File: src/rtl/core/ms_ram.sv
// ms_ram: generic synchronous RAM, one write port, two registered read ports.
// No dependencies; read data holds while the read enable is low.
module ms_ram #(
	parameter int WIDTH = 32,
	parameter int DEPTH = 64
) (
	input  logic                     clk,
	input  logic                     we,
	input  logic [$clog2(DEPTH)-1:0] waddr,
	input  logic [WIDTH-1:0]         wdata,
	input  logic                     re,
	input  logic [$clog2(DEPTH)-1:0] raddr0,
	input  logic [$clog2(DEPTH)-1:0] raddr1,
	output logic [WIDTH-1:0]         rdata0,
	output logic [WIDTH-1:0]         rdata1
);

	logic [WIDTH-1:0] mem_q [DEPTH];

	// Write port
	always_ff @(posedge clk) begin
		if (we) begin
			mem_q[waddr] <= wdata;
		end
	end

	// Registered read ports
	always_ff @(posedge clk) begin
		if (re) begin
			rdata0 <= mem_q[raddr0];
			rdata1 <= mem_q[raddr1];
		end
	end

endmodule

File: config.mk
export PLATFORM = sky130hd
export DESIGN_NAME = ms_ram
export DESIGN_NICKNAME = d
export VERILOG_FILES = /design/src/rtl/core/ms_ram.sv
export SDC_FILE = /design/constraint.sdc
export NUM_CORES = 2
export LEC_CHECK = 0
export BUFFER_PORTS_ARGS = -buffer_cell sky130_fd_sc_hd__buf_2
export CAP_MARGIN = 20
export CORE_MARGIN = 1.5
export CORE_UTILIZATION = 45
export DETAILED_ROUTE_END_ITERATION = 10
export PLACE_DENSITY = 0.59
export SYNTH_ARGS = -nofsm -noshare
export SYNTH_HDL_FRONTEND = slang
export SYNTH_SLANG_ARGS = --single-unit
File: constraint.sdc
create_clock -name clk -period 3.05 [get_ports clk]
set_input_delay 0 -clock clk [delete_from_list [all_inputs] [get_ports clk]]
set_output_delay 0 -clock clk [all_outputs]
set_load 0.005 [all_outputs]
# Word-level counts from Yosys, hierarchy flattened
# Memories as Yosys holds them, arrays and structs flattened. A register that Yosys moved wholly into a read port is not among the register bits.
# Index checks and enable logic that the tools add are counted.
# word_totals
ff_bits	0
n_memories	1
word_cells	3
out_inout_bits	64
input_bits	53
ramBits	2048
# op_classes
mux	2
# memory_table
name	depth	width	read_ports	rd_clocked_by_memory_dff	write_ports	line	text
mem_q	64	32	2	2	1	18	logic [WIDTH-1:0] mem_q [DEPTH];
# ops
operator	count
$mux W1	2

# Longest topological paths before layout
# logic_depth
ltp_word	2
mapped_depth	10
mapped_depth_nobuf	5

# Least setup slack after synthesis
# OpenSTA, ideal clock, no wires.
# synth_timing
kind	input-to-reg
from	in waddr[3]
to	mem mem_q[48][0] (enable)
arrival_ps	2730
t_required_ps	2589
path_buffers	1
setup_slack_ps	-141
stages	4
setup_ps	461
path_cell_list	clkbuf_1 -> nor2b_1 -> nand4b_1 -> nor3_1
# synth_rtl
element	line	text
start: declaration	9	input logic [$clog2(DEPTH)-1:0] waddr,
end: declaration	18	
# No word-level cell before the write port.

==> impl_metrics.py <==
metrics = {
    "status": {
        "status": "finished, violations left",
        "violations": "design-rule violations",
    },
    "cts": {
        "clock_latency_ps": 870,
        "root_buffer": "clkbuf_16",
        "cts_sinks": 2112,
        "htreeDepth": 4,
        "cts_buffers": 213,
        "clk_transition_reported_paths_ps": 60,
        "ctsHoldBuffers": 49,
        "cts_setup_buffers": 0,
        "cts_resized": 0,
        "cts_tree": "done",
        "ctsLongestPathBuffers": 3,
    },
    "cells_and_area": {
        "drive_gt1_share_pct": 41.2,
        "num-nets-final": 4926,
        "fill_cells": 16366,
        "post-route-util_pct": 52.7,
        "area_growth_syn_to_layout_pct": 16.2,
    },
    "timing": {
        "setup_viol": 0,
        "hold_viol": 0,
        "maxSlewHeadroom_pct": 13.0,
        "worst_pin_slew_ps": 1310,
        "rsz0062_at_grt": "no",
        "maxSlewViolCount": 0,
        "finalCriticalPeriod_ps": 2810,
        "fin_skew_ps": 43.0,
        "holdWs_ps": 30.9,
        "max_freq_ghz": 0.356,
        "fin_crit_sh_pct": 92.1,
    },
    "detailed_routing": {
        "final_antenna_net_count": 0,
        "routedWlPerCell_um": 39.4,
        "wl_mm": 310,
        "avgViaCountPerCell": 6.81,
        "dr.pass1.iters": 8,
        "drc": 22,
        "vias": 53634,
        "drt_iter0_markers": 7308,
    },
    "yosys": {
        "ys_warn_count": 0,
        "synth_fp_nets": 4465,
        "synth_seq_cells": 2112,
        "syn_inst": 4412,
        "syn_area_sq_um": 96300,
        "yosysSeqAreaShare_pct": 65.9,
        "ys_types": 37,
        "avgSynthCellArea_sq_um": 21.8,
    },
    "grt": {
        "grt_pass1_vias": 53872,
        "grt_overflow": 0,
        "grt_pass1_wl_mm": 431,
        "grt_max_degree": 65,
        "antenna_found_initial": 18,
        "grt_usage_pct": 28.8,
    },
    "floorplan": {
        "ios": 117,
        "rows": 169,
        "start_util_pct": 45.4,
        "die_area_sq_um": 217000,
        "die_w_um": 466,
        "core_area_sq_um": 212000,
        "die_h_um": 466,
    },
    "worst_setup_path": {
        "endpoint_kind": "register",
        "path_class": "register to register",
        "crit_fanout": 2,
        "start_kind": "register",
        "required_ps": 3650,
        "cp_data_arrival_time_ps": 3400,
    },
    "pwr": {
        "power_leakage_nw": 35.4,
        "p_switching_mw": 14.5,
        "ir_drop_mv": 0.670,
        "power.density_nw_per_um2": 572,
        "pwr-share-comb_pct": 8.9,
        "power.total_mw": 64.0,
        "cell_internal_pwr_mw": 49.4,
        "pwr-share-clk_pct": 40.4,
        "pwr-share-seq_pct": 50.7,
        "swShare_pct": 22.7,
    },
    "run": {
        "cap_violations": 0,
    },
    "place": {
        "numPortBuffers": 116,
        "dp_hpwl_mm": 185,
        "place.gp.congestion": 0.828,
    },
    "min_path": {
        "hp-class": "input pin to register",
    },
}
-- per-stage QoR --
stage	cell area [sq um]	worst slack [ps]	cells	TNS [ps]
3_3_place_gp	104000	-154	7399	-154
4_1_cts	111000	249	7834	0
6_report	112000	242	7874	0
5_1_grt	112000	57.5	7866	0
3_5_place_dp	104000	-87.8	7399	-87.8
2_1_floorplan	96300	553	4412	0
-- cells in the mapped netlist, drive strengths merged --
cell type     n  area, sq um
o22ai        56          350
mux4       1124        25300
mux2i       204         2040
o21ai        49          245
nand2b        8         50.1
or2           3         18.8
a21oi        58          290
o41ai         1         8.76
a211oi       15          113
a221oi       13          114
or3           2         12.5
nor3          3         15.0
o211a         1         10.0
nand4b        1         8.76
nor2         94          353
and2          6         37.5
a22oi        85          638
nand3         9         45.0
inv           1         3.75
o211ai       27          203
nand2        93          349
nor2b        19          119
clkbuf      135          507
o32a          9         90.1
buf         212         1240
a32oi         9         78.8
a21boi        1         7.51
mux2         36          405
edfxtp     2112        63400
or3b          2         17.5
o221ai       16          140
nand3b        6         45.0
nand4         2         12.5
-- layer usage --
metal	wire, um	part of all wire, %	track usage [%]	vias up
met4	10500	3.4	9.59	4
li1	-	-	-	20542
met2	145000	47	44.5	3075
met1	123000	40	41.0	29486
met3	31400	10	6.04	527
met5	25	0.0081	0	-
-- sequential cells by signal, summed over array words and instances (netlist names) --
| signal | flops |
|---|---|
| mem_q | 2048 |
| rdata1 | 32 |
| rdata0 | 32 |
-- critical path, cell delays in order (launching register included) --
cell and delay (ps):
edfxtp_1 380, mux4_2 480, mux2i_1 150, nand2_1 60
dlygate4sd3_1 560, o211ai_1 210, a21oi_1 120, dlygate4sd3_1 570
-- power groups by stage --
stage | Combinational [mW] | Clock (mW) | Sequential (mW)
5_1_grt | 5.95 | 27.2 | 32.4
3_3_place_gp | 5.46 | 0 | 33.1
2_1_floorplan | 3.08 | 0 | 33.0
3_5_place_dp | 5.49 | 0 | 33.1
4_1_cts | 5.56 | 26.1 | 32.4
6_report | 5.68 | 25.8 | 32.4
-- worst paths after layout --
kind,cells past startpoint,start,to,slack [ps]
setup / recovery,7,mem_q[31][30],rdata1[30],240
setup reg to reg,7,mem_q[31][30],rdata1[30],240
hold reg to reg,4,mem_q[39][20],rdata0[20],940
hold / removal,2,wdata[21],mem_q[50][21],30
-- logic make-up (layout without fill, tap and decap cells) --
| logic type | count (synthesis) | count (layout) | synth area share, % |
|---|---|---|---|
| AO/OA/AOI/OAI | 340 | 340 | 2.38 |
| flip-flops | 2112 | 2112 | 65.9 |
| buffers and inverters | 348 | 980 | 1.81 |
| AND/OR/NAND/NOR | 248 | 248 | 1.13 |
| multiplexers | 1364 | 1364 | 28.8 |
| other | 0 | 9 | 0 |
-- layout make-up --
type                    instances  area (sq um)  area share [%]
multi-input cells            1952         31700            28.3
clock inverters               141          1240            1.11
clock buffers                 245          5540            4.95
repair buffers                593          6490            5.80
well taps                    2821          3530            3.15
inverters                       1          3.75         0.00335
diodes                          9          22.5          0.0201
flip-flops and latches       2112         63400            56.7
-- cells in the final DEF, fill, tap and decap left out, types with 9 or more instances in the layout --
cell           netlist  routed
edfxtp_1          2112    2112
mux4_2            1124    1124
buf_4               55     262
clkbuf_16            0     217
mux2i_1            204     204
buf_12               0     160
buf_2              121     105
nand2_1             93      91
a22oi_1             85      85
nor2_4               0      63
clkinv_1             0      62
a21oi_1             58      58
o22ai_1             56      56
dlygate4sd3_1        0      49
clkinv_2             0      41
mux2_2              36      36
nor2_1              94      31
o21ai_1             31      31
clkbuf_1           135      28
o211ai_1            27      27
bufinv_16            0      21
o21ai_0             18      18
o221ai_1            16      16
nor2b_1             19      15
a211oi_1            15      15
a221oi_1            13      13
diode_2              0       9
nand3_1              9       9
a32oi_1              9       9
o32a_1               9       9
Power figures use the tool's default switching activity.
