**src/rtl/core/ms_pkg.sv**
```systemverilog
// ms_pkg: types and constants of the merge sort block.
// No dependencies; imported by the interfaces, the sequencer and the top level.
package ms_pkg;

	localparam int WORD_W = 32;

	typedef logic signed [WORD_W-1:0] ms_word_t;

	// Sequencer states
	typedef enum logic [2:0] {
		ST_LOAD,
		ST_PRIME,
		ST_MERGE,
		ST_OUT_PRIME,
		ST_OUT
	} ms_state_t;

	// Memory control from the sequencer to the two stores
	typedef struct packed {
		logic we_store;  // write element store
		logic we_buf;    // write merge buffer
		logic re;        // read enable, both stores
		logic rd_sel;    // 0: element store is the source, 1: merge buffer
	} ms_mem_ctl_t;

endpackage

```
**src/rtl/core/ms_seq.sv**
```systemverilog
// ms_seq: load, bottom-up merge pass and drain sequencer of the merge sort.
// Depends on ms_pkg; drives the two stores instantiated in merge_sort.
module ms_seq #(
	parameter int MAX_ELEMS = 64
) (
	input  logic                         clk,
	input  logic                         arst_n,
	input  logic                         in_valid,
	output logic                         in_ready,
	input  ms_pkg::ms_word_t             sample_value,
	input  logic                         end_of_set,
	output logic                         out_valid,
	input  logic                         out_ready,
	output logic                         final_item,
	input  ms_pkg::ms_word_t             rd_a,
	input  ms_pkg::ms_word_t             rd_b,
	output ms_pkg::ms_mem_ctl_t          ctl,
	output logic [$clog2(MAX_ELEMS)-1:0] waddr,
	output ms_pkg::ms_word_t             wdata,
	output logic [$clog2(MAX_ELEMS)-1:0] raddr_a,
	output logic [$clog2(MAX_ELEMS)-1:0] raddr_b
);
	import ms_pkg::*;

	localparam int AW = $clog2(MAX_ELEMS);
	localparam int CW = $clog2(MAX_ELEMS + 1);
	localparam int SW = CW + 1;

	ms_state_t     state_q, state_d;
	logic [CW-1:0] count_q;   // elements in the set
	logic [CW-1:0] w_q;       // run width of the current pass
	logic [CW-1:0] a_q, b_q;  // heads of the two runs
	logic [CW-1:0] mid_q, hi_q;
	logic [CW-1:0] k_q;       // merge write index, drain read index
	logic          src_q;     // store holding the current runs

	logic          in_fire, out_fire, set_end;
	logic          a_ok, b_ok, take_a, seg_last, pass_end, sort_done;
	logic [SW-1:0] hi_w, hi_2w, w2, n_ext;
	logic [CW-1:0] mid_n, hi_n, prime_hi, a_nxt, b_nxt, k_inc;

	// Handshakes and set end
	assign in_fire  = in_valid && in_ready;
	assign out_fire = out_valid && out_ready;
	assign set_end  = end_of_set || (count_q == CW'(MAX_ELEMS - 1));

	// Merge decision: earlier run wins ties
	assign a_ok   = a_q < mid_q;
	assign b_ok   = b_q < hi_q;
	assign take_a = a_ok && (!b_ok || (rd_a <= rd_b));

	// Bounds of the next merge segment, clamped to the set size
	assign n_ext    = {1'b0, count_q};
	assign hi_w     = {1'b0, hi_q} + {1'b0, w_q};
	assign hi_2w    = hi_w + {1'b0, w_q};
	assign w2       = {w_q, 1'b0};
	assign mid_n    = (hi_w >= n_ext) ? count_q : hi_w[CW-1:0];
	assign hi_n     = (hi_2w >= n_ext) ? count_q : hi_2w[CW-1:0];
	assign prime_hi = (w2 >= n_ext) ? count_q : w2[CW-1:0];
	assign k_inc    = k_q + CW'(1);
	assign seg_last = (k_inc == hi_q);
	assign pass_end = seg_last && (hi_q == count_q);
	assign sort_done = (w2 >= n_ext);

	// Next read heads during a merge
	always_comb begin
		a_nxt = take_a ? a_q + CW'(1) : a_q;
		b_nxt = take_a ? b_q : b_q + CW'(1);
		if (seg_last) begin
			a_nxt = hi_q;
			b_nxt = mid_n;
		end
	end

	// Next state
	always_comb begin
		state_d = state_q;
		case (state_q)
			ST_LOAD: begin
				if (in_fire && set_end) begin
					state_d = (count_q == '0) ? ST_OUT_PRIME : ST_PRIME;
				end
			end
			ST_PRIME:     state_d = ST_MERGE;
			ST_MERGE: begin
				if (pass_end) begin
					state_d = sort_done ? ST_OUT_PRIME : ST_PRIME;
				end
			end
			ST_OUT_PRIME: state_d = ST_OUT;
			ST_OUT: begin
				if (out_fire && final_item) begin
					state_d = ST_LOAD;
				end
			end
			default:      state_d = ST_LOAD;
		endcase
	end

	// Outputs: handshake and memory control
	always_comb begin
		in_ready   = 1'b0;
		out_valid  = 1'b0;
		final_item = 1'b0;
		ctl        = '0;
		ctl.rd_sel = src_q;
		waddr      = k_q[AW-1:0];
		wdata      = take_a ? rd_a : rd_b;
		raddr_a    = '0;
		raddr_b    = '0;
		case (state_q)
			ST_LOAD: begin
				in_ready     = 1'b1;
				ctl.we_store = in_fire;
				waddr        = count_q[AW-1:0];
				wdata        = sample_value;
			end
			ST_PRIME: begin
				ctl.re  = 1'b1;
				raddr_b = w_q[AW-1:0];
			end
			ST_MERGE: begin
				ctl.re       = 1'b1;
				ctl.we_store = src_q;
				ctl.we_buf   = !src_q;
				raddr_a      = a_nxt[AW-1:0];
				raddr_b      = b_nxt[AW-1:0];
			end
			ST_OUT_PRIME: begin
				ctl.re = 1'b1;
			end
			ST_OUT: begin
				out_valid  = 1'b1;
				final_item = (k_inc == count_q);
				ctl.re     = out_ready;
				raddr_a    = k_inc[AW-1:0];
			end
			default: begin
				in_ready = 1'b0;
			end
		endcase
	end

	// State register
	always_ff @(posedge clk or negedge arst_n) begin
		if (!arst_n) begin
			state_q <= ST_LOAD;
		end else begin
			state_q <= state_d;
		end
	end

	// Set size, pass width and store selection
	always_ff @(posedge clk or negedge arst_n) begin
		if (!arst_n) begin
			count_q <= '0;
			w_q     <= '0;
			src_q   <= 1'b0;
		end else begin
			case (state_q)
				ST_LOAD: begin
					if (in_fire) begin
						count_q <= count_q + CW'(1);
						w_q     <= CW'(1);
						src_q   <= 1'b0;
					end
				end
				ST_MERGE: begin
					if (pass_end) begin
						w_q   <= w2[CW-1:0];
						src_q <= !src_q;
					end
				end
				ST_OUT: begin
					if (out_fire && final_item) begin
						count_q <= '0;
					end
				end
				default: begin
					count_q <= count_q;
				end
			endcase
		end
	end

	// Run heads, bounds and indices
	always_ff @(posedge clk or negedge arst_n) begin
		if (!arst_n) begin
			a_q   <= '0;
			b_q   <= '0;
			mid_q <= '0;
			hi_q  <= '0;
			k_q   <= '0;
		end else begin
			case (state_q)
				ST_PRIME: begin
					a_q   <= '0;
					b_q   <= w_q;
					mid_q <= w_q;
					hi_q  <= prime_hi;
					k_q   <= '0;
				end
				ST_MERGE: begin
					k_q <= k_inc;
					a_q <= a_nxt;
					b_q <= b_nxt;
					if (seg_last) begin
						mid_q <= mid_n;
						hi_q  <= hi_n;
					end
				end
				ST_OUT_PRIME: begin
					k_q <= '0;
				end
				ST_OUT: begin
					if (out_fire) begin
						k_q <= k_inc;
					end
				end
				default: begin
					k_q <= k_q;
				end
			endcase
		end
	end

endmodule

```
**config.mk**
```make
export PLATFORM = sky130hd
export DESIGN_NAME = ms_seq
export DESIGN_NICKNAME = d
export VERILOG_FILES = /design/src/rtl/core/ms_pkg.sv /design/src/rtl/core/ms_seq.sv
export SDC_FILE = /design/constraint.sdc
export NUM_CORES = 1
export LEC_CHECK = 0
export ABC_AREA = 1
export BUFFER_PORTS_ARGS = -buffer_cell sky130_fd_sc_hd__buf_2
export CORE_MARGIN = 2
export CORE_UTILIZATION = 50
export CTS_CLUSTER_DIAMETER = 30
export DETAILED_ROUTE_END_ITERATION = 12
export PLACE_DENSITY_LB_ADDON = 0.12
export SETUP_SLACK_MARGIN = 0.02
export SYNTH_ARGS = -nofsm -noshare
export SYNTH_HDL_FRONTEND = slang
export SYNTH_SLANG_ARGS = --single-unit
```
**constraint.sdc**
```tcl
create_clock -name clk -period 4.25 [get_ports clk]
set_input_delay 0.85 -clock clk [delete_from_list [all_inputs] [get_ports clk]]
set_output_delay 0.85 -clock clk [all_outputs]
set_load 0.03 [all_outputs]
```
# Yosys cells after proc, flatten, opt, wreduce, memory -nomap -nowiden
# Index checks and enable logic that the tools add are counted.
# W data, S select, Z words.
totals:
  register_bits: 53
  latch_bits: 0
  mem_bits_rw: 0
  rom_bits: 0
  in_bits: 101
  out_inout_bits: 57
  mem_count: 0
classes:
  n_addsub: 6
  mul: 0
  div: 0
  order_cmp: 6
  eq_ne: 16
  n_shift: 0
  muxes: 41
  bitwise_logic: 0
  n_reduce_logical: 25
op_table:
  columns: ["cell", "n"]
  rows:
  - ["$mux W7", 14]
  - ["$pmux W7 S2", 6]
  - ["$mux W32", 2]
  - ["$le A32 B32 Y1", 1]
  - ["$add A7 B1 Y7 const B", 4]
  - ["$ge A8 B7 Y1", 3]
  - ["$pmux W6 S2", 2]
  - ["$eq A7 B7 Y1", 3]
  - ["$pmux W7 S3", 1]
  - ["$pmux W3 S5", 1]
  - ["$lt A7 B7 Y1", 2]
  - ["$ne A2 B2 Y1 const B", 6]
  - ["$mux W3", 3]
  - ["$reduce_and A3 Y1", 3]
  - ["$add A7 B7 Y8", 1]
  - ["$add A8 B7 Y8", 1]
  - ["$reduce_and A2 Y1", 4]
  - ["$eq A7 B6 Y1 const B", 1]
  - ["$logic_not A7 Y1", 1]
  - ["$eq A3 B2 Y1 const B", 2]
  - ["$logic_and A1 B1 Y1", 6]
  - ["$mux W1", 6]
  - ["$mux W6", 1]
  - ["$ne A3 B3 Y1 const B", 2]
  - ["other kinds (11)", 18]

# Depth between registers and ports, before layout
# Gate-level depths: netlist of the first run.
depth:
  word_depth: 7
  ltp_mapped: 23
  depth_no_buf: 22

# Worst setup path before layout of the first run
# Ideal clock, no wire load.
synth_path:
  kind: "input -> output"
  from: "input port rd_b[31]"
  to: "output port wdata[22]"
  arrival_time_ns: 3.039
  t_required_ns: 3.400
  setup_slack_ns: 0.361
  path_stages: 16
  path_buffers: 2
  path_cell_list: "inv_1 ha_1 nand2_1 nor2_1 nand2_1 nor2_1 nand3_1 nand2_1 a21oi_1 nand3_2 nand2_2 buf_6 buf_2 nand2_1 o21ai_0 o21ai_0"
synth_between:
  elab_chain_len: 5
synth_rtl:
  columns: ["item", "line_no", "rtl"]
  rows:
  - ["start: declaration", "ms_seq.sv:16", "input ms_pkg::ms_word_t rd_b,"]
  - ["$le A32 B32 Y1", "ms_seq.sv:50", "assign take_a = a_ok && (!b_ok || (rd_a <= rd_b));"]
  - ["$logic_or A1 B1 Y1", "ms_seq.sv:50", null]
  - ["$logic_and A1 B1 Y1", "ms_seq.sv:50", null]
  - ["$mux W32", "ms_seq.sv:108", "wdata = take_a ? rd_a : rd_b;"]
  - ["$mux W32", "ms_seq.sv:111", "case (state_q)"]
  - ["end: declaration", "ms_seq.sv:19", "output ms_pkg::ms_word_t wdata,"]
# No other way between the ends.

# Worst setup path in the final report of the first run
layout_path:
  from: "register w_q[0]"
  to: "output port raddr_b[2]"
layout_between:
  elab_chain_len: 5
layout_rtl:
  columns: ["item", "line_no", "rtl"]
  rows:
  - ["start: declaration", "ms_seq.sv:31", "logic [CW-1:0] w_q;"]
  - ["start signal: assignment", "ms_seq.sv:170", "w_q <= w2[CW-1:0];"]
  - ["$add A7 B7 Y8 (*)", "ms_seq.sv:54", "assign hi_w = {1'b0, hi_q} + {1'b0, w_q};"]
  - ["$ge A8 B7 Y1", "ms_seq.sv:57", "assign mid_n = (hi_w >= n_ext) ? count_q : hi_w[CW-1:0];"]
  - ["$mux W7 (*)", "ms_seq.sv:57", null]
  - ["$mux W7 (*)", "ms_seq.sv:69", "if (seg_last) begin"]
  - ["$pmux W6 S2 (*)", "ms_seq.sv:111", null]
  - ["end: declaration", "ms_seq.sv:21", "output logic [$clog2(MAX_ELEMS)-1:0] raddr_b"]
# Every way passes the cells marked *; elsewhere a longest branch is shown, timed or not.

==> metrics.md, run 1 <==
| Metric | Value |
|---|---|
| Min Hold Slack | 0.524 ns |
| Insertion delay of the later-clocked pin in the worst-skew pair | around 0.31 ns |
| Vias in the first global route | about 7000 |
| Area of all sequential standard cells | 1330 sq um |
| Share of synthesized area spent on multiplexers | 0 |
| Root Driver | clkbuf_16 |
| Max-slew violations | 0 |
| Fraction of synthesized cell area in xor and xnor cells | 0.0559 |
| Die footprint | 14000 sq um |
| Count of buffers inserted at the top-level ports | 157 |
| Routed Antenna Nets | 0 |
| Worst setup skew after layout | roughly 0.0092 ns |
| Launching element type of the critical path | flip-flop |
| Class of the worst hold path | flip-flop to flip-flop |
| Yosys synthesis warning count | 0 |
| Fraction of synthesis flops using an asynchronous set or reset pin | 1.00 |
| Slowest-stage cell, CP | dfrtp_1 |
| Synthesized instance count | 1009 |
| Endpoint class of the critical path | primary output |
| Share of layout cells above drive strength 1 | 0.236 |
| Clock sinks | 53 |
| Number of buffers and inverters on the critical path | 4 |
| Count of different cell masters after synthesis | 47 |
| Detailed route wirelength on metal2 | ~10000 um |
| Final Routed Wirelength | roughly 21000 um |
| Met1 routed wirelength after detailed routing | 9000 um |
| Post-Synthesis Net Count | 1196 |
| Violations in the final reports | setup timing |
| Met3 routed WL | 1430 um |
| Avg WL per Cell | 15.6 um |
| Data arrival, critical path | 3.47 ns |
| Height of the die | 118 um |
| Combinational family with the most area after synthesis | simple AND/OR/NAND/NOR gates |
| Cts bufs inserted | 5 |
| Unrepaired setup endpoints after global routing | true |
| Remaining max-slew budget at the tightest pin | 0.356 |
| Starting density of the core | 0.516 |
| Number of nets at the end of the flow | 1374 |
| CTS tree | yes |
| Number of fillers in the final layout | between 1000 and 1500 |
| Final weighted congestion in routability-driven placement | around 0.94 |
| Share of synthesized cell area in full adder, half adder and majority cells | 0.167 |
| Antenna diode count | 0 |
| Category of the most critical setup path | flip-flop to primary output |
| Number of vias in the routed layout | about 7300 |
| H-tree levels | 2 |
| Vias/cell | 5.34 |
| Clock-pin slew on the worst setup and hold paths | 0.08 ns |
| Buffer depth of the longest clock path | 2 |
| Synth Area in Simple Gates | 0.297 |
| Top-Level Pins | 158 |
| Post-Syn Area per Cell | 6.48 sq um |
| Global-route wire length before repair | 34000 um |
| Placeable core area | 12700 sq um |
| Largest incremental delay on the critical path | 0.39 ns |
| Detailed-route DRC error count | 0 |
| Final period utilization | 1.02 |
| Fmax | between 200 and 250 MHz |
| Required @ worst endpoint | 3.40 ns |
| Fraction of the mapped netlist area in compound gates | 0.172 |
| Remaining global-route overflow | 0 |
| Number of DRC markers after the initial detailed-route iteration | 481 |
| Pin count of the biggest net entering global routing | 52 |
| Highest routed metal layer | met4 |
| Number of hold buffers added after cts | 0 |
| Primary flip-flop cell chosen by synthesis mapping | dfrtp_1 |
| Cell-by-cell trace of the critical path | ha_2, fa_2, buf_4, xor2_1, ha_1, nand2_1, inv_1, o21ai_0, nand2_1, nand3_1, inv_1, nor2_4, nand2_4, or2_4, nand3_2, nand3_2, nand2_2, nand2_2, buf_6 |
| Die X | 118 um |
| Max-cap check violation count | 0 |
| Number of enable-type register cells in the synthesized netlist | 0 |
| Status | complete, but fails checks |
| Slew at the pin closest to its max-slew limit | 0.965 ns |
| Hold violation count in the final report | 0 |
| Flop and latch count out of synthesis | 53 |
| Netlist area before placement | 6540 sq um |
| Minimum clock period | 4.32 ns |
| Final setup violation count | 4 |
| Critical path peak fanout | 5 |
| Half-perimeter wire length after placement | between 15000 and 20000 um |
| Count of standard-cell rows | between 40 and 50 |
| Initial DRT Pass Iterations | 5 |
| Multi-input logic area | roughly 4700 sq um |
| Final worst slack | -0.0691 ns |
| Kind of cell with the highest combined delay on the critical path | simple AND/OR/NAND/NOR gates |
| Sequential area share after synthesis | 0.203 |
| Total Routing Usage GR | 0.297 |
| Synthesis-to-finish area growth | 24.7% |
| Number of antenna violations at the first check in global routing | 0 |
## cell usage in the layout (no fill, tap or decap), types with 4 or more instances in the layout
cell type and n:
dfrtp_1 52, nand2_2 21, nand3_1 59, clkbuf_16 5, ha_1 81, o22ai_1 10, o21ai_0 96, a21oi_2 8
nand4_1 16, nand2_1 264, o21a_1 4, a21oi_1 46, buf_2 150, inv_2 4, nor3_1 9, buf_4 43
o21ai_1 24, xnor2_1 6, buf_6 5, nor2_1 53, nand3_2 9, xor2_1 32, inv_1 132
## final timing paths
| path | start | endpoint | slack [ns] | cells past startpoint |
|---|---|---|---|---|
| max reg2reg | w_q[0] | hi_q[4] | 0.37 | 20 |
| max | w_q[0] | raddr_b[2] | -0.07 | 19 |
| min reg2reg | src_q | src_q | 0.52 | 1 |
| min | src_q | src_q | 0.52 | 1 |
| max in group asynchronous | arst_n | w_q[1] | 2.77 | 2 |
| min in group asynchronous | arst_n | count_q[2] | 0.69 | 1 |
## final cells by class
type | count | area share
clock buffer | 5 | 0.0153
clock inverter | 3 | 0.00568
inverter | 140 | 0.0648
multi-input combinational | 784 | 0.577
sequential | 53 | 0.163
tap | 172 | 0.0264
timing repair buffer | 203 | 0.148
## timing repair
action	4_1_cts	5_1_grt
endpoints found under the setup margin	6	17
resized for setup	20	44
gates cloned	1	0
pin swaps	6	18
buffers inserted	13	7
## registers in the layout, summed over array words and instances (netlist names)
name and cells:
a_q 7, b_q 7, count_q 7, hi_q 7, k_q 7, mid_q 7, src_q 1, state_q 3
w_q 7
## cell families after synthesis
logic type      count (synthesis)
xor+xnor                       40
compound gates                207
flops                          53
buf+inv                       173
simple gates                  450
fa+ha+maj                      86
## routing by layer
layer	up-vias	GRT usage
met5	-	0
met4	0	0.136
met3	48	0.0473
met2	266	0.506
met1	3274	0.368
li1	3670	-
## stage by stage
stage / setup TNS (ns) / cell area, sq um / worst slack [ns] / std cells / util
after floorplan: 0 / 6540 / 0.361 / 1009 / -
after global placement: 0 / 7610 / 0.0437 / 1331 / 0.600
after detailed placement: -0.000406 / 7610 / -0.000406 / 1331 / 0.600
after CTS: 0 / 7950 / 0.0172 / 1353 / 0.628
after global routing: -1.08 / 8150 / -0.203 / 1360 / 0.643
final: -0.148 / 8150 / -0.0691 / 1360 / 0.643
## synthesized netlist by cell type (2+ instances only)
cell | count | area share
inv_2 | 3 | 0.0017
or2_2 | 2 | 0.0019
nand3_2 | 3 | 0.0046
fa_1 | 2 | 0.0061
buf_6 | 3 | 0.0052
nand2_1 | 277 | 0.16
xor2_2 | 2 | 0.0050
a21o_1 | 3 | 0.0034
o21ai_0 | 98 | 0.075
ha_1 | 84 | 0.16
o211ai_1 | 3 | 0.0034
o21ai_1 | 23 | 0.018
a211oi_1 | 3 | 0.0034
nand2_2 | 9 | 0.0086
nor2_1 | 58 | 0.033
dfrtp_1 | 53 | 0.20
xnor2_1 | 6 | 0.0080
clkinv_1 | 3 | 0.0017
o21a_1 | 4 | 0.0046
xor2_1 | 32 | 0.043
nand3_1 | 65 | 0.050
a21oi_2 | 4 | 0.0054
nand4_1 | 16 | 0.015
clkbuf_1 | 19 | 0.011
o21bai_1 | 3 | 0.0034
buf_2 | 10 | 0.0077
a21oi_1 | 50 | 0.038
inv_1 | 134 | 0.077
nor3_1 | 9 | 0.0069
o22ai_1 | 10 | 0.0096
a31oi_1 | 2 | 0.0019
Power of run 1 is left out: the tool's default activity adds up to more than one toggle a clock period on the data nets, which glitch-free logic cannot reach.
==> run 2, diff against run 1 <==
Settings changed: PLACE_DENSITY set to 0.75, PLACE_DENSITY_LB_ADDON 0.12 to unset.
==> run 2 against run 1 <==
The run still ends with setup timing left. Register-to-register slack got worse by 0.18 ns. Worst hold slack better by 0.013 ns. Flip-flop and latch count stayed put. Clock skew rose by 0.0023 ns. First-iteration DRC count shrank 3.3%. Fmax up 0.74%. Core utilization up 0.089 points. Final cell count is 0.29% lower. Sequential share of layout area hardly changed. Via count increased by 2.4%. Critical path type unchanged. Critical endpoint unchanged. Largest cell class unchanged.
==> metrics.md, run 2 (synthesized netlist as in run 1, its figures left out) <==
| Metric | Value |
|---|---|
| Max-cap check violation count | 0 |
| Number of instances on the worst hold path | 1 |
| Avg WL per Cell | roughly 16 um |
| Kind of cell with the highest combined delay on the critical path | simple AND/OR/NAND/NOR gates |
| Starting density of the core | 0.516 |
| Final period utilization | 1.01 |
| Fmax | 233 MHz |
| Routed Antenna Nets | 0 |
| Data arrival, critical path | 3.44 ns |
| Vias/cell | roughly 5.5 |
| Global-route wire length before repair | 35300 um |
| Cell-by-cell trace of the critical path | ha_2, fa_2, nand3_2, nand2_2, a21oi_2, nor2_2, nor2_2, xnor2_2, ha_1, inv_2, nor2_4, nand2_1, nand2_1, nor2_2, nand2_2, or2_4, nand3_2, nand3_2, nand2_2, nand2_2, buf_6 |
| Pin count of the biggest net entering global routing | between 50 and 60 |
| Most used cell along the critical path | nand2_2 |
| Vias in the first global route | a little over 7000 |
| Post-route cell area | 8160 sq um |
| Remaining global-route overflow | 0 |
| End point of the critical path | raddr_b[2] |
| Detailed-route DRC error count | 0 |
| Total Routing Usage GR | 0.307 |
| Number of hold buffers added after cts | 0 |
| Area of placed instances | 7660 sq um |
| Minimum clock period | approximately 4.3 ns |
| Final TNS setup | -0.0890 ns |
| Endpoint class of the critical path | primary output |
| CTS tree | yes |
| Launching element type of the critical path | flip-flop |
| Number of antenna violations at the first check in global routing | 0 |
| Violations in the final reports | setup timing |
| Share of layout cells above drive strength 1 | 0.239 |
| Terminus of the critical flop-to-flop path | hi_q[4] |
| Half-perimeter wire length after placement | roughly 17000 um |
| Clock-pin slew on the worst setup and hold paths | 0.08 ns |
| Final worst slack | -0.0374 ns |
| Clock sinks | 53 |
| Stages on the worst setup path | 21 |
| Hold violation count in the final report | 0 |
| H-tree levels | 2 |
| Worst setup skew after layout | around 0.011 ns |
| Synthesis-to-finish area growth | 24.8% |
| Root Driver | clkbuf_16 |
| Die footprint | 14000 sq um |
| Unrepaired setup endpoints after global routing | true |
| Max-slew violations | 0 |
| Number of vias in the routed layout | around 7400 |
| Reg2Reg Setup Slack | 0.19 ns |
| Number of buffers and inverters on the critical path | 2 |
| Slew at the pin closest to its max-slew limit | 0.824 ns |
| Final setup violation count | 4 |
| Slowest-stage cell, CP | dfrtp_1 |
| Leading cell types in the layout, fill and taps excluded | nand2_1 (260), buf_2 (151), inv_1 (132) |
| Buffer depth of the longest clock path | 2 |
| Final weighted congestion in routability-driven placement | 1.01 |
| Number of DRC markers after the initial detailed-route iteration | 465 |
| Die X | 118 um |
| Launching point of the worst reg2reg path | hi_q[0] |
| Category of the most critical setup path | flip-flop to primary output |
| Final Routed Wirelength | 22100 um |
| Antenna diode count | 0 |
| Count of standard-cell rows | 41 |
| Commonest non-fill, non-tap cell in the layout | nand2_1 |
| Number of nets at the end of the flow | 1370 |
| R2r worst-path depth | 19 |
| Insertion delay of the later-clocked pin in the worst-skew pair | 0.31 ns |
| Origin of the worst setup path | hi_q[0] |
| Largest incremental delay on the critical path | 0.40 ns |
| Height of the die | ~120 um |
| Critical path peak fanout | 3 |
| Cts bufs inserted | 5 |
| Top-Level Pins | around 160 |
| Status | complete, but fails checks |
| Placeable core area | between 10000 and 15000 sq um |
| Remaining max-slew budget at the tightest pin | 0.451 |
| Initial DRT Pass Iterations | 5 |
| Class of the worst hold path | flip-flop to flip-flop |
| Required @ worst endpoint | 3.40 ns |
| Count of buffers inserted at the top-level ports | 157 |
-- run 2: per-layer routing --
metal  global-route usage  wire length, um
met3               0.0420             1570
met1                0.383             9030
met5                    0                0
met2                0.536            10600
met4                0.120              870
-- run 2: final cells by class --
| type | instances | area (sq um) |
|---|---|---|
| clock buffer | 5 | 125 |
| clock inverter | 3 | 26.3 |
| fill | 1189 | 4510 |
| inverter | 140 | 528 |
| multi-input combinational | 783 | 4760 |
| sequential | 53 | 1330 |
| tap | 172 | 215 |
| timing repair buffer | 200 | 1180 |
-- run 2: through the flow --
stage               setup WS (ns)  cells  hold slack, ns   util
finish                    -0.0374   1356           0.537  0.644
global route               -0.191   1356           0.565  0.644
CTS                        0.0188   1348           0.543  0.624
detailed placement          0.126   1338           0.532  0.605
global placement            0.177   1338           0.523  0.605
floorplan                   0.361   1009           0.477      -
-- run 2: what timing repair did --
| action | 4_1_cts | 5_1_grt |
|---|---|---|
| setup endpoints to repair | 6 | 15 |
| setup buffers | 2 | 8 |
| resized for setup | 20 | 49 |
| pin swaps | 5 | 28 |
-- run 2: worst register-to-register path: stages (launching register included) --
cell and delay [ns]:
dfrtp_1 0.40, ha_2 0.21, fa_2 0.40, nand3_2 0.09
nand2_2 0.07, xor2_1 0.24, inv_1 0.14, ha_1 0.35
a21oi_1 0.21, nand2_1 0.13, xor2_2 0.24, inv_1 0.07
ha_1 0.29, a21o_1 0.18, a21oi_1 0.25, buf_4 0.19
nand4_1 0.13, nand3_1 0.17, nand3_1 0.09, o21ai_0 0.11
-- run 2: worst min path at each step --
stage,startpoint,end
after floorplan,a_q[5],a_q[5]
after global placement,src_q,src_q
after detailed placement,src_q,src_q
after CTS,src_q,src_q
after global routing,a_q[5],a_q[5]
final,src_q,src_q
Power of run 2 is left out for the same reason.
